File: src/hw/rtl/rc_failsafe_tank_mixer_top_assert.svh
// ----------------------------------------------------------------------------
// rc_failsafe_tank_mixer_top_assert.svh
// Assertion macros for the tank mixer; empty when ASSERT_OFF is defined.
// ----------------------------------------------------------------------------
`ifndef RC_FAILSAFE_TANK_MIXER_TOP_ASSERT_SVH
`define RC_FAILSAFE_TANK_MIXER_TOP_ASSERT_SVH

`ifndef ASSERT_OFF
// cond must hold in every cycle out of reset
`define RCFTM_ASSERT_ALWAYS(lbl, cond, msg) \
    lbl: assert property (@(posedge i_clk) disable iff (!i_rst_n) (cond)) \
        else $error(msg);
// cons must hold in the same cycle as ante
`define RCFTM_ASSERT_IMPL(lbl, ante, cons, msg) \
    lbl: assert property (@(posedge i_clk) disable iff (!i_rst_n) (ante) |-> (cons)) \
        else $error(msg);
// cons must hold in the cycle after ante
`define RCFTM_ASSERT_NEXT(lbl, ante, cons, msg) \
    lbl: assert property (@(posedge i_clk) disable iff (!i_rst_n) (ante) |=> (cons)) \
        else $error(msg);
`else
`define RCFTM_ASSERT_ALWAYS(lbl, cond, msg)
`define RCFTM_ASSERT_IMPL(lbl, ante, cons, msg)
`define RCFTM_ASSERT_NEXT(lbl, ante, cons, msg)
`endif

`endif

File: src/hw/rtl/rcftm_pkg.sv
// ----------------------------------------------------------------------------
// rcftm_pkg
// Shared types, codes and reset values for the RC failsafe tank mixer.
// ----------------------------------------------------------------------------
package rcftm_pkg;

    localparam int TIME_WIDTH_DEF = 32;
    localparam int NOW_W          = 32;
    localparam int APB_AW         = 5;
    localparam int APB_DW         = 32;

    // event opcodes
    localparam logic [1:0] OP_STEER    = 2'd0;
    localparam logic [1:0] OP_THROTTLE = 2'd1;
    localparam logic [1:0] OP_TICK     = 2'd2;

    // link status codes
    localparam logic [1:0] LINK_LOST  = 2'd0;
    localparam logic [1:0] LINK_GOOD  = 2'd1;
    localparam logic [1:0] LINK_STALE = 2'd2;

    // register indexes (byte address = 4 * index)
    localparam logic [2:0] REG_MIN_WIDTH  = 3'd0;
    localparam logic [2:0] REG_MAX_WIDTH  = 3'd1;
    localparam logic [2:0] REG_FRESH_TO   = 3'd2;
    localparam logic [2:0] REG_BAD_LIMIT  = 3'd3;
    localparam logic [2:0] REG_CENTER     = 3'd4;
    localparam logic [2:0] REG_DEADBAND   = 3'd5;

    // reset values
    localparam logic [15:0] RST_MIN_WIDTH = 16'd1000;
    localparam logic [15:0] RST_MAX_WIDTH = 16'd2000;
    localparam logic [31:0] RST_FRESH_TO  = 32'd1000000;
    localparam logic [7:0]  RST_BAD_LIMIT = 8'd10;
    localparam logic [15:0] RST_CENTER    = 16'd1500;
    localparam logic [15:0] RST_DEADBAND  = 16'd100;

    localparam logic [7:0]  BAD_SAT       = 8'd255;

    typedef struct packed {
        logic [15:0] min_width;
        logic [15:0] max_width;
        logic [31:0] fresh_timeout;
        logic [7:0]  bad_limit;
        logic [15:0] center;
        logic [15:0] deadband;
    } t_cfg;

    typedef struct packed {
        logic [7:0] left_fwd;
        logic [7:0] left_rev;
        logic [7:0] right_fwd;
        logic [7:0] right_rev;
    } t_duties;

endpackage

File: src/hw/rtl/rcftm_cfg.sv
// ----------------------------------------------------------------------------
// rcftm_cfg
// APB register bank holding the thresholds and mixer settings.
// ----------------------------------------------------------------------------
module rcftm_cfg (
    input  logic                          i_clk,
    input  logic                          i_rst_n,
    input  logic                          psel,
    input  logic                          penable,
    input  logic                          pwrite,
    input  logic [rcftm_pkg::APB_AW-1:0]  paddr,
    input  logic [rcftm_pkg::APB_DW-1:0]  pwdata,
    output logic [rcftm_pkg::APB_DW-1:0]  prdata,
    output logic                          pready,
    output rcftm_pkg::t_cfg               o_cfg
);
    import rcftm_pkg::*;

    logic [15:0] r_min_width;
    logic [15:0] r_max_width;
    logic [31:0] r_fresh_to;
    logic [7:0]  r_bad_limit;
    logic [15:0] r_center;
    logic [15:0] r_deadband;
    logic [2:0]  w_index;
    logic        w_wr;

    assign pready  = 1'b1;
    assign w_index = paddr[APB_AW-1:2];
    assign w_wr    = psel && penable && pwrite && pready;

    always_ff @(posedge i_clk) begin
        if (!i_rst_n) begin
            r_min_width <= RST_MIN_WIDTH;
            r_max_width <= RST_MAX_WIDTH;
            r_fresh_to  <= RST_FRESH_TO;
            r_bad_limit <= RST_BAD_LIMIT;
            r_center    <= RST_CENTER;
            r_deadband  <= RST_DEADBAND;
        end else if (w_wr) begin
            case (w_index)
                REG_MIN_WIDTH: r_min_width <= pwdata[15:0];
                REG_MAX_WIDTH: r_max_width <= pwdata[15:0];
                REG_FRESH_TO:  r_fresh_to  <= pwdata[31:0];
                REG_BAD_LIMIT: r_bad_limit <= pwdata[7:0];
                REG_CENTER:    r_center    <= pwdata[15:0];
                REG_DEADBAND:  r_deadband  <= pwdata[15:0];
                default: ;
            endcase
        end
    end

    always_comb begin
        case (w_index)
            REG_MIN_WIDTH: prdata = APB_DW'(r_min_width);
            REG_MAX_WIDTH: prdata = APB_DW'(r_max_width);
            REG_FRESH_TO:  prdata = APB_DW'(r_fresh_to);
            REG_BAD_LIMIT: prdata = APB_DW'(r_bad_limit);
            REG_CENTER:    prdata = APB_DW'(r_center);
            REG_DEADBAND:  prdata = APB_DW'(r_deadband);
            default:       prdata = '0;
        endcase
    end

    assign o_cfg.min_width     = r_min_width;
    assign o_cfg.max_width     = r_max_width;
    assign o_cfg.fresh_timeout = r_fresh_to;
    assign o_cfg.bad_limit     = r_bad_limit;
    assign o_cfg.center        = r_center;
    assign o_cfg.deadband      = r_deadband;

endmodule

File: src/hw/rtl/rcftm_capture.sv
// ----------------------------------------------------------------------------
// rcftm_capture
// Pulse decoder: start time on a rising edge, width on a falling edge.
// ----------------------------------------------------------------------------
module rcftm_capture #(
    parameter int TIME_WIDTH = rcftm_pkg::TIME_WIDTH_DEF
) (
    input  logic                  i_clk,
    input  logic                  i_rst_n,
    input  logic                  i_fire,
    input  logic [1:0]            i_op,
    input  logic                  i_level,
    input  logic [TIME_WIDTH-1:0] i_now,
    output logic [TIME_WIDTH-1:0] o_steer_start,
    output logic [TIME_WIDTH-1:0] o_steer_width,
    output logic [TIME_WIDTH-1:0] o_thr_start,
    output logic [TIME_WIDTH-1:0] o_thr_width
);
    import rcftm_pkg::*;

    logic [TIME_WIDTH-1:0] r_steer_start;
    logic [TIME_WIDTH-1:0] r_steer_width;
    logic [TIME_WIDTH-1:0] r_thr_start;
    logic [TIME_WIDTH-1:0] r_thr_width;

    always_ff @(posedge i_clk) begin
        if (!i_rst_n) begin
            r_steer_start <= '0;
            r_steer_width <= '0;
            r_thr_start   <= '0;
            r_thr_width   <= '0;
        end else if (i_fire) begin
            case (i_op)
                OP_STEER: begin
                    if (i_level) r_steer_start <= i_now;
                    else         r_steer_width <= i_now - r_steer_start;
                end
                OP_THROTTLE: begin
                    if (i_level) r_thr_start <= i_now;
                    else         r_thr_width <= i_now - r_thr_start;
                end
                default: ;
            endcase
        end
    end

    assign o_steer_start = r_steer_start;
    assign o_steer_width = r_steer_width;
    assign o_thr_start   = r_thr_start;
    assign o_thr_width   = r_thr_width;

endmodule

File: src/hw/rtl/rcftm_mixer.sv
// ----------------------------------------------------------------------------
// rcftm_mixer
// Deadband, percent scaling and tank mix of steering and throttle widths.
// ----------------------------------------------------------------------------
module rcftm_mixer (
    input  rcftm_pkg::t_cfg    i_cfg,
    input  logic [15:0]        i_steer_width,
    input  logic [15:0]        i_thr_width,
    output rcftm_pkg::t_duties o_duties
);
    import rcftm_pkg::*;

    // x / 5 == (x * 52429) >> 18, exact for 16-bit x
    localparam logic [31:0] DIV5_RECIP = 32'd52429;
    localparam int          DIV5_SHIFT = 18;

    function automatic logic signed [14:0] f_percent(
        input logic [15:0] w,
        input logic [15:0] c,
        input logic [15:0] d
    );
        logic signed [17:0] v;
        logic signed [17:0] lo;
        logic signed [17:0] hi;
        logic signed [16:0] diff;
        logic [15:0]        mag;
        logic [31:0]        prod;
        logic [13:0]        q;
        v    = $signed({2'b00, w});
        lo   = $signed({2'b00, c}) - $signed({2'b00, d});
        hi   = $signed({2'b00, c}) + $signed({2'b00, d});
        diff = $signed({1'b0, w}) - $signed({1'b0, c});
        mag  = diff[16] ? 16'(-diff) : diff[15:0];
        prod = {16'd0, mag} * DIV5_RECIP;
        q    = prod[DIV5_SHIFT+13:DIV5_SHIFT];
        if (v > hi || v < lo) begin
            // truncate toward zero: divide the magnitude, restore the sign
            f_percent = diff[16] ? -$signed({1'b0, q}) : $signed({1'b0, q});
        end else begin
            f_percent = '0;
        end
    endfunction

    // clamp to +/-100 and split into {fwd, rev} duties
    function automatic logic [15:0] f_split(input logic signed [15:0] p);
        logic signed [7:0] c;
        logic [7:0]        m;
        logic [7:0]        fwd;
        logic [7:0]        rev;
        if (p > 16'sd100)       c = 8'sd100;
        else if (p < -16'sd100) c = -8'sd100;
        else                    c = p[7:0];
        m   = 8'(-c);
        fwd = (c > 8'sd0) ? {c[6:0], 1'b0} : 8'd0;
        rev = (c < 8'sd0) ? {m[6:0], 1'b0} : 8'd0;
        f_split = {fwd, rev};
    endfunction

    logic signed [14:0] w_t;
    logic signed [14:0] w_s;
    logic signed [15:0] w_t16;
    logic signed [15:0] w_s16;
    logic signed [15:0] w_left;
    logic signed [15:0] w_right;
    logic [15:0]        w_left_split;
    logic [15:0]        w_right_split;

    always_comb begin
        w_t   = f_percent(i_thr_width, i_cfg.center, i_cfg.deadband);
        w_s   = f_percent(i_steer_width, i_cfg.center, i_cfg.deadband);
        w_t16 = 16'(w_t);
        w_s16 = 16'(w_s);
        // reversing swaps the steering sense
        if (!w_t16[15]) begin
            w_left  = w_t16 + w_s16;
            w_right = w_t16 - w_s16;
        end else begin
            w_left  = w_t16 - w_s16;
            w_right = w_t16 + w_s16;
        end
        w_left_split  = f_split(w_left);
        w_right_split = f_split(w_right);
    end

    assign o_duties.left_fwd  = w_left_split[15:8];
    assign o_duties.left_rev  = w_left_split[7:0];
    assign o_duties.right_fwd = w_right_split[15:8];
    assign o_duties.right_rev = w_right_split[7:0];

endmodule

File: src/hw/rtl/rc_failsafe_tank_mixer_top.sv
// ----------------------------------------------------------------------------
// rc_failsafe_tank_mixer_top
// RC pulse decoder and tank-drive mixer with link failsafe.
// ----------------------------------------------------------------------------
// Channel   Direction  Handshake                 Payload
// in        to block   i_in_valid / o_in_stall   i_opcode, i_level, i_now_us
// out       from block o_out_valid / i_out_stall duties, link status, flags
// cfg       to block   APB psel/penable/pready   paddr, pwdata, prdata
//
// One item per cycle: input register, one pass of compare, scale and mix
// logic, result register. A tick result is registered when the tick leaves
// the input register. An edge leaves the input register at the next edge; the
// input stalls only while a tick waits on a full, stalled result register.
// Synchronous active-low reset, no clearing pass.
// ----------------------------------------------------------------------------
`include "rc_failsafe_tank_mixer_top_assert.svh"

module rc_failsafe_tank_mixer_top #(
    parameter int TIME_WIDTH = rcftm_pkg::TIME_WIDTH_DEF
) (
    input  logic                          i_clk,
    input  logic                          i_rst_n,
    // input items
    input  logic                          i_in_valid,
    output logic                          o_in_stall,
    input  logic [1:0]                    i_opcode,
    input  logic                          i_level,
    input  logic [rcftm_pkg::NOW_W-1:0]   i_now_us,
    // result items
    output logic                          o_out_valid,
    input  logic                          i_out_stall,
    output logic [7:0]                    o_duty_left_fwd,
    output logic [7:0]                    o_duty_left_rev,
    output logic [7:0]                    o_duty_right_fwd,
    output logic [7:0]                    o_duty_right_rev,
    output logic [1:0]                    o_link_status,
    output logic [7:0]                    o_bad_ticks,
    output logic                          o_steer_valid,
    output logic                          o_steer_fresh,
    output logic                          o_throttle_valid,
    output logic                          o_throttle_fresh,
    // configuration
    input  logic                          psel,
    input  logic                          penable,
    input  logic                          pwrite,
    input  logic [rcftm_pkg::APB_AW-1:0]  paddr,
    input  logic [rcftm_pkg::APB_DW-1:0]  pwdata,
    output logic [rcftm_pkg::APB_DW-1:0]  prdata,
    output logic                          pready
);
    import rcftm_pkg::*;

    localparam int CMP_W = (TIME_WIDTH > NOW_W) ? TIME_WIDTH : NOW_W;

    t_cfg                  w_cfg;
    t_duties               w_mix;

    logic                  r_in_valid;
    logic [1:0]            r_in_op;
    logic                  r_in_level;
    logic [NOW_W-1:0]      r_in_now;

    logic                  r_out_valid;
    t_duties               r_out_duties;
    logic [1:0]            r_out_link;
    logic [7:0]            r_out_bad;
    logic                  r_out_sv;
    logic                  r_out_sf;
    logic                  r_out_tv;
    logic                  r_out_tf;

    t_duties               r_held;
    t_duties               n_held;
    logic [7:0]            r_bad;
    logic [7:0]            n_bad;
    logic [1:0]            n_link;

    logic [TIME_WIDTH-1:0] w_now;
    logic [TIME_WIDTH-1:0] w_steer_start;
    logic [TIME_WIDTH-1:0] w_steer_width;
    logic [TIME_WIDTH-1:0] w_thr_start;
    logic [TIME_WIDTH-1:0] w_thr_width;
    logic [TIME_WIDTH-1:0] w_steer_age;
    logic [TIME_WIDTH-1:0] w_thr_age;

    logic                  w_is_tick;
    logic                  w_adv;
    logic                  w_tick_go;
    logic                  w_accept;
    logic                  w_sv;
    logic                  w_sf;
    logic                  w_tv;
    logic                  w_tf;
    logic                  w_lost;

    rcftm_cfg u_cfg (
        .i_clk   (i_clk),
        .i_rst_n (i_rst_n),
        .psel    (psel),
        .penable (penable),
        .pwrite  (pwrite),
        .paddr   (paddr),
        .pwdata  (pwdata),
        .prdata  (prdata),
        .pready  (pready),
        .o_cfg   (w_cfg)
    );

    // ---- handshake ----
    assign w_is_tick  = (r_in_op == OP_TICK);
    assign w_adv      = r_in_valid && (!w_is_tick || !r_out_valid || !i_out_stall);
    assign w_tick_go  = w_adv && w_is_tick;
    assign o_in_stall = r_in_valid && !w_adv;
    assign w_accept   = i_in_valid && !o_in_stall;

    always_ff @(posedge i_clk) begin
        if (!i_rst_n) begin
            r_in_valid <= 1'b0;
        end else if (w_accept) begin
            r_in_valid <= 1'b1;
        end else if (w_adv) begin
            r_in_valid <= 1'b0;
        end
    end

    always_ff @(posedge i_clk) begin
        if (w_accept) begin
            r_in_op    <= i_opcode;
            r_in_level <= i_level;
            r_in_now   <= i_now_us;
        end
    end

    assign w_now = TIME_WIDTH'(r_in_now);

    rcftm_capture #(
        .TIME_WIDTH (TIME_WIDTH)
    ) u_capture (
        .i_clk         (i_clk),
        .i_rst_n       (i_rst_n),
        .i_fire        (w_adv),
        .i_op          (r_in_op),
        .i_level       (r_in_level),
        .i_now         (w_now),
        .o_steer_start (w_steer_start),
        .o_steer_width (w_steer_width),
        .o_thr_start   (w_thr_start),
        .o_thr_width   (w_thr_width)
    );

    // ---- link health ----
    assign w_steer_age = w_now - w_steer_start;
    assign w_thr_age   = w_now - w_thr_start;

    assign w_sv = (CMP_W'(w_steer_width) >= CMP_W'(w_cfg.min_width))
               && (CMP_W'(w_steer_width) <= CMP_W'(w_cfg.max_width));
    assign w_tv = (CMP_W'(w_thr_width) >= CMP_W'(w_cfg.min_width))
               && (CMP_W'(w_thr_width) <= CMP_W'(w_cfg.max_width));
    assign w_sf = CMP_W'(w_steer_age) <= CMP_W'(w_cfg.fresh_timeout);
    assign w_tf = CMP_W'(w_thr_age) <= CMP_W'(w_cfg.fresh_timeout);

    // widths are only mixed when valid, so they fit in 16 bits then
    rcftm_mixer u_mixer (
        .i_cfg         (w_cfg),
        .i_steer_width (w_steer_width[15:0]),
        .i_thr_width   (w_thr_width[15:0]),
        .o_duties      (w_mix)
    );

    always_comb begin
        if (w_sv && w_tv && w_sf && w_tf) n_bad = '0;
        else if (r_bad != BAD_SAT)        n_bad = r_bad + 8'd1;
        else                              n_bad = r_bad;

        w_lost = !(w_sf && w_tf) || (n_bad > w_cfg.bad_limit);

        if (w_lost) begin
            n_link = LINK_LOST;
            n_held = '0;
        end else if (w_sv && w_tv) begin
            n_link = LINK_GOOD;
            n_held = w_mix;
        end else begin
            n_link = LINK_STALE;
            n_held = r_held;
        end
    end

    always_ff @(posedge i_clk) begin
        if (!i_rst_n) begin
            r_bad  <= '0;
            r_held <= '0;
        end else if (w_tick_go) begin
            r_bad  <= n_bad;
            r_held <= n_held;
        end
    end

    // ---- result register ----
    always_ff @(posedge i_clk) begin
        if (!i_rst_n) begin
            r_out_valid <= 1'b0;
        end else if (w_tick_go) begin
            r_out_valid <= 1'b1;
        end else if (!i_out_stall) begin
            r_out_valid <= 1'b0;
        end
    end

    always_ff @(posedge i_clk) begin
        if (w_tick_go) begin
            r_out_duties <= n_held;
            r_out_link   <= n_link;
            r_out_bad    <= n_bad;
            r_out_sv     <= w_sv;
            r_out_sf     <= w_sf;
            r_out_tv     <= w_tv;
            r_out_tf     <= w_tf;
        end
    end

    assign o_out_valid      = r_out_valid;
    assign o_duty_left_fwd  = r_out_duties.left_fwd;
    assign o_duty_left_rev  = r_out_duties.left_rev;
    assign o_duty_right_fwd = r_out_duties.right_fwd;
    assign o_duty_right_rev = r_out_duties.right_rev;
    assign o_link_status    = r_out_link;
    assign o_bad_ticks      = r_out_bad;
    assign o_steer_valid    = r_out_sv;
    assign o_steer_fresh    = r_out_sf;
    assign o_throttle_valid = r_out_tv;
    assign o_throttle_fresh = r_out_tf;

    // ---- assertions ----
    `RCFTM_ASSERT_IMPL(a_lost_zero, r_out_valid && (r_out_link == LINK_LOST), r_out_duties == '0, "lost link with non-zero duty")
    `RCFTM_ASSERT_IMPL(a_good_clears, r_out_valid && (r_out_link == LINK_GOOD), r_out_bad == '0, "good link with bad ticks")
    `RCFTM_ASSERT_NEXT(a_stale_holds, w_tick_go && (n_link == LINK_STALE), r_held == $past(r_held), "stale tick changed held duties")
    `RCFTM_ASSERT_IMPL(a_stall_cause, o_in_stall, r_in_valid && w_is_tick && r_out_valid && i_out_stall, "input stalled without a blocked tick")

endmodule

File: config.mk
export PLATFORM = sky130hd
export DESIGN_NAME = rc_failsafe_tank_mixer_top
export DESIGN_NICKNAME = d
export VERILOG_FILES = /design/src/hw/rtl/rcftm_pkg.sv /design/src/hw/rtl/rcftm_cfg.sv /design/src/hw/rtl/rcftm_capture.sv /design/src/hw/rtl/rcftm_mixer.sv /design/src/hw/rtl/rc_failsafe_tank_mixer_top.sv
export VERILOG_INCLUDE_DIRS = /design/src /design/src/hw/rtl
export SDC_FILE = /design/constraint.sdc
export NUM_CORES = 2
export LEC_CHECK = 0
export BUFFER_PORTS_ARGS = -buffer_cell sky130_fd_sc_hd__buf_2
export CAP_MARGIN = 20
export CORE_ASPECT_RATIO = 1.1
export CORE_MARGIN = 2
export CORE_UTILIZATION = 55
export CTS_BUF_LIST = sky130_fd_sc_hd__clkbuf_2
export DETAILED_ROUTE_END_ITERATION = 10
export HOLD_SLACK_MARGIN = 0.08
export PLACE_DENSITY = 0.72
export REMOVE_ABC_BUFFERS = 1
export SYNTH_ARGS = -nofsm -noshare
export SYNTH_HDL_FRONTEND = slang
export SYNTH_SLANG_ARGS = --single-unit
File: constraint.sdc
create_clock -name i_clk -period 32.2 [get_ports i_clk]
set_clock_uncertainty 0.15 [all_clocks]
set_input_delay 0 -clock i_clk [delete_from_list [all_inputs] [get_ports i_clk]]
set_output_delay 0 -clock i_clk [all_outputs]
set_load 0.01 [all_outputs]
==> out/qor.json <==
{
  "cts_root_buf": "clkbuf_2",
  "seq_area_frac_synth_pct": 20.92,
  "tightestPinTransition_ps": 1132,
  "first_pass_iters": 5,
  "synth.ff_latch_count": 355,
  "number_of_global_route_vias_before_repair": 34140,
  "grt_util_met3_pct": 3.347,
  "cts_num_sinks": 355,
  "yosys.cell_types.count": 113,
  "synth_top_cell_area_share_pct": 20.73,
  "timing.critical_path.slowest_stage_cell": "a211oi_1",
  "wirelength_um": 107400,
  "worstSetupPathType": "reg2reg",
  "r2r_startpoint": "u_cfg.r_center[1]",
  "synthSimpleGateAreaFrac_pct": 17.68,
  "maxCapViolations": 0,
  "tritoncts": "done",
  "floorplan.io_pins": 160,
  "worst-path-max-fanout": 9,
  "syn-instance-count": 4556,
  "placeableCoreArea_mm2": 0.06794,
  "run_status": "complete, no violations",
  "ant_nets": 0,
  "post_cts.resized_instances": 0,
  "post_drt_via_cell_ratio": 5.720,
  "placedInstanceArea_mm2": 0.03952,
  "fin_crit_sh_pct": 49.29,
  "nFillCells": 5808,
  "fp.dieW_um": 254.1,
  "number_of_antenna_violations_at_the_first_check_in_global_routing": 4,
  "chipHeight_um": 279.1,
  "core.rowCount": 100,
  "layout_cells_sized_above_1_pct": 7.828,
  "grt_start_max_net_pins": 93,
  "initial_core_util_pct": 55.71,
  "crit_path_end_kind": "register",
  "finalSetupViolations": 0,
  "number_of_logic_stages_on_the_critical_path_including_buffering": 59,
  "post_cts_hold_buffer_count": 240,
  "flow.area_growth_from_synthesis_pct": 13.14,
  "dp_hpwl_um": 81980,
  "worst_path_dominant_cell_family": "compound AO/OA/AOI/OAI gates",
  "synth.area.top_cells": "ha_1, dfxtp_1, fa_1, edfxtp_1, nand2_1",
  "synth-xor-area-share_pct": 5.276,
  "timing.reg2reg.worst_path_depth": 59,
  "primary_ff_master_synth": "dfxtp_1",
  "critical_path_required_ps": 32790,
  "hold_path_class": "in2reg",
  "grt-ovfl-total": 0,
  "worstSetupStartpointType": "register",
  "use_met2_pct": 53.65,
  "clk_path_buf_depth": 3,
  "critical_path.reg2reg.endpoint": "o_duty_right_rev[5]",
  "cp_bufs_invs": 6,
  "worstSetupStartpoint": "u_cfg.r_center[1]",
  "routedWlPerCell_um": 18.15,
  "globalRoute.busiestLayer": "met2",
  "finish.instance_area_mm2": 0.04283,
  "h-tree-depth": 3,
  "buffer_ports.inserted": 156,
  "synthAdderAreaFrac_pct": 29.00,
  "final.min_clock_period_ps": 15870,
  "design.die.area_mm2": 0.07094,
  "detailedRoute.firstIterationViolations": 2171,
  "final_cell_mix": "nand2_1, ha_1, inv_1",
  "number_of_synthesized_flops_with_an_enable_pin": 81,
  "data_arrival_time_of_the_worst_path_ps": 16460,
  "synth_compound_area_share_pct": 19.06,
  "final.setup.tns_ps": 0,
  "worst_slew_margin_rel_pct": 24.53,
  "cp-endpoint": "o_duty_right_rev[5]",
  "worst_setup_hold_path_clk_slew_ps": 140,
  "cts-buffers-inserted": 83,
  "cts_post_setup_buffers_inserted": 0,
  "final_common_cell": "nand2_1",
  "synth_area_mm2": 0.03785,
  "global_route_wire_length_before_repair_um": 172100,
  "ys.warnings.count": 0,
  "groute.usage.overall_pct": 30.20,
  "detailroute.via_count": 33840,
  "synthMuxAreaShare_pct": 1.382,
  "setup.reg_to_reg.worst_slack_ps": 16330,
  "rsz0062_at_grt": "false",
  "remaining_drc_errors": 0,
  "clock_latency_ps": 1050,
  "maxClockFrequency_mhz": 63.01,
  "synth_top_area_cell": "ha_1",
  "finalHoldViolCount": 0,
  "finalNetCount": 5791,
  "gp_routability_congestion": 0.9555,
  "synth_top_family_by_area": "adder cells",
  "worst_path_most_repeated_cell": "ha_1",
  "slew_violations": 0,
  "synth-async-reset-ratio_pct": 0,
  "cpPeakStageDelay_ps": 880,
  "globalRouteMet1Util_pct": 36.29,
  "post_synth.cell_area_avg_um2": 8.308
}
[how the worst min path moves through the flow]
stage / from / end / slack [ps] / cells past startpoint
global route: i_now_us[14] / r_in_now[14] / 80 / 3
global placement: i_now_us[9] / r_in_now[9] / 30 / 1
floorplan: paddr[2] / prdata[0] / -70 / 1
CTS: i_now_us[14] / r_in_now[14] / 80 / 3
detailed placement: i_now_us[15] / r_in_now[15] / 30 / 1
finish: psel / u_cfg.r_min_width[2] / 140 / 7
[routing by layer]
layer | part of all wire [%] | vias up
met2 | 49 | 1003
met5 | 0 | -
met4 | 4.6 | 0
met1 | 42 | 15980
met3 | 4.9 | 271
li1 | - | 16580
[cell families (layout without fill, tap and decap cells)]
kind of cell / after synthesis / count (layout)
other: 1 / 3
buffers and inverters: 668 / 1107
and+or+nand+nor: 1428 / 1428
muxes: 47 / 47
AOI/OAI and AO/OA: 1045 / 1045
xor gates and xnor gates: 228 / 228
adders and majority gates: 784 / 784
DFF: 355 / 355
[cell type report]
class / count / area [um2] / area share [%]
sequential: 355 / 7918 / 18.49
antenna: 2 / 5.005 / 0.01169
inverter: 526 / 1974 / 4.610
clock buffer: 124 / 620.6 / 1.449
timing repair buffer: 430 / 3502 / 8.178
tap: 918 / 1149 / 2.682
multi-input combinational: 3533 / 27450 / 64.10
clock inverter: 27 / 205.2 / 0.4791
[through the flow]
stage / instances / utilization (%) / hold WS, ps / setup WS, ps
3_3_place_gp: 5520 / 58.17 / 25.99 / 16720
5_1_grt: 5915 / 63.04 / 83.90 / 15190
4_1_cts: 5911 / 62.95 / 81.32 / 16510
3_5_place_dp: 5520 / 58.17 / 28.09 / 16610
2_1_floorplan: 4414 / - / -72.53 / 18160
6_report: 5915 / 63.04 / 141.9 / 16330
[synthesized netlist by cell type (all sizes together) (39+ instances only)]
cell    number
a21boi     214
a21o       113
a21oi      198
and2        39
and3        54
clkbuf     131
dfxtp      274
edfxtp      81
fa         156
ha         627
inv        525
mux2i       42
nand2      639
nand2b      54
nand3       65
nand4       49
nor2       244
nor2b       64
nor3        71
o211ai      51
o21ai      184
or3         57
xnor2      145
xor2        83
[registers in the layout, indices dropped and copies added (netlist names), 8 cells and up]
| signal | count |
|---|---|
| o_duty_right_rev | 8 |
| u_cfg.r_bad_limit | 8 |
| r_in_now | 32 |
| u_capture.o_steer_start | 32 |
| o_duty_left_fwd | 8 |
| u_cfg.r_fresh_to | 32 |
| r_held | 32 |
| u_cfg.r_center | 16 |
| u_capture.o_steer_width | 32 |
| u_capture.o_thr_width | 32 |
| u_cfg.r_max_width | 16 |
| o_duty_right_fwd | 8 |
| u_capture.o_thr_start | 32 |
| o_duty_left_rev | 8 |
| u_cfg.r_min_width | 16 |
| u_cfg.r_deadband | 16 |
| o_bad_ticks | 8 |
| r_bad | 8 |
[worst reg2reg max path, delay by kind of cell (launching register included)]
kind	cells	cell delay (ps)
DFF	1	640
xor gates and xnor gates	3	1160
and+or+nand+nor	16	3220
adders and majority gates	11	4430
AOI/OAI and AO/OA	21	5140
buffers and inverters	6	400
muxes	2	400
Power is not shown: default switching activity piles up to over one toggle a cycle in this logic, so the estimate is an artifact.
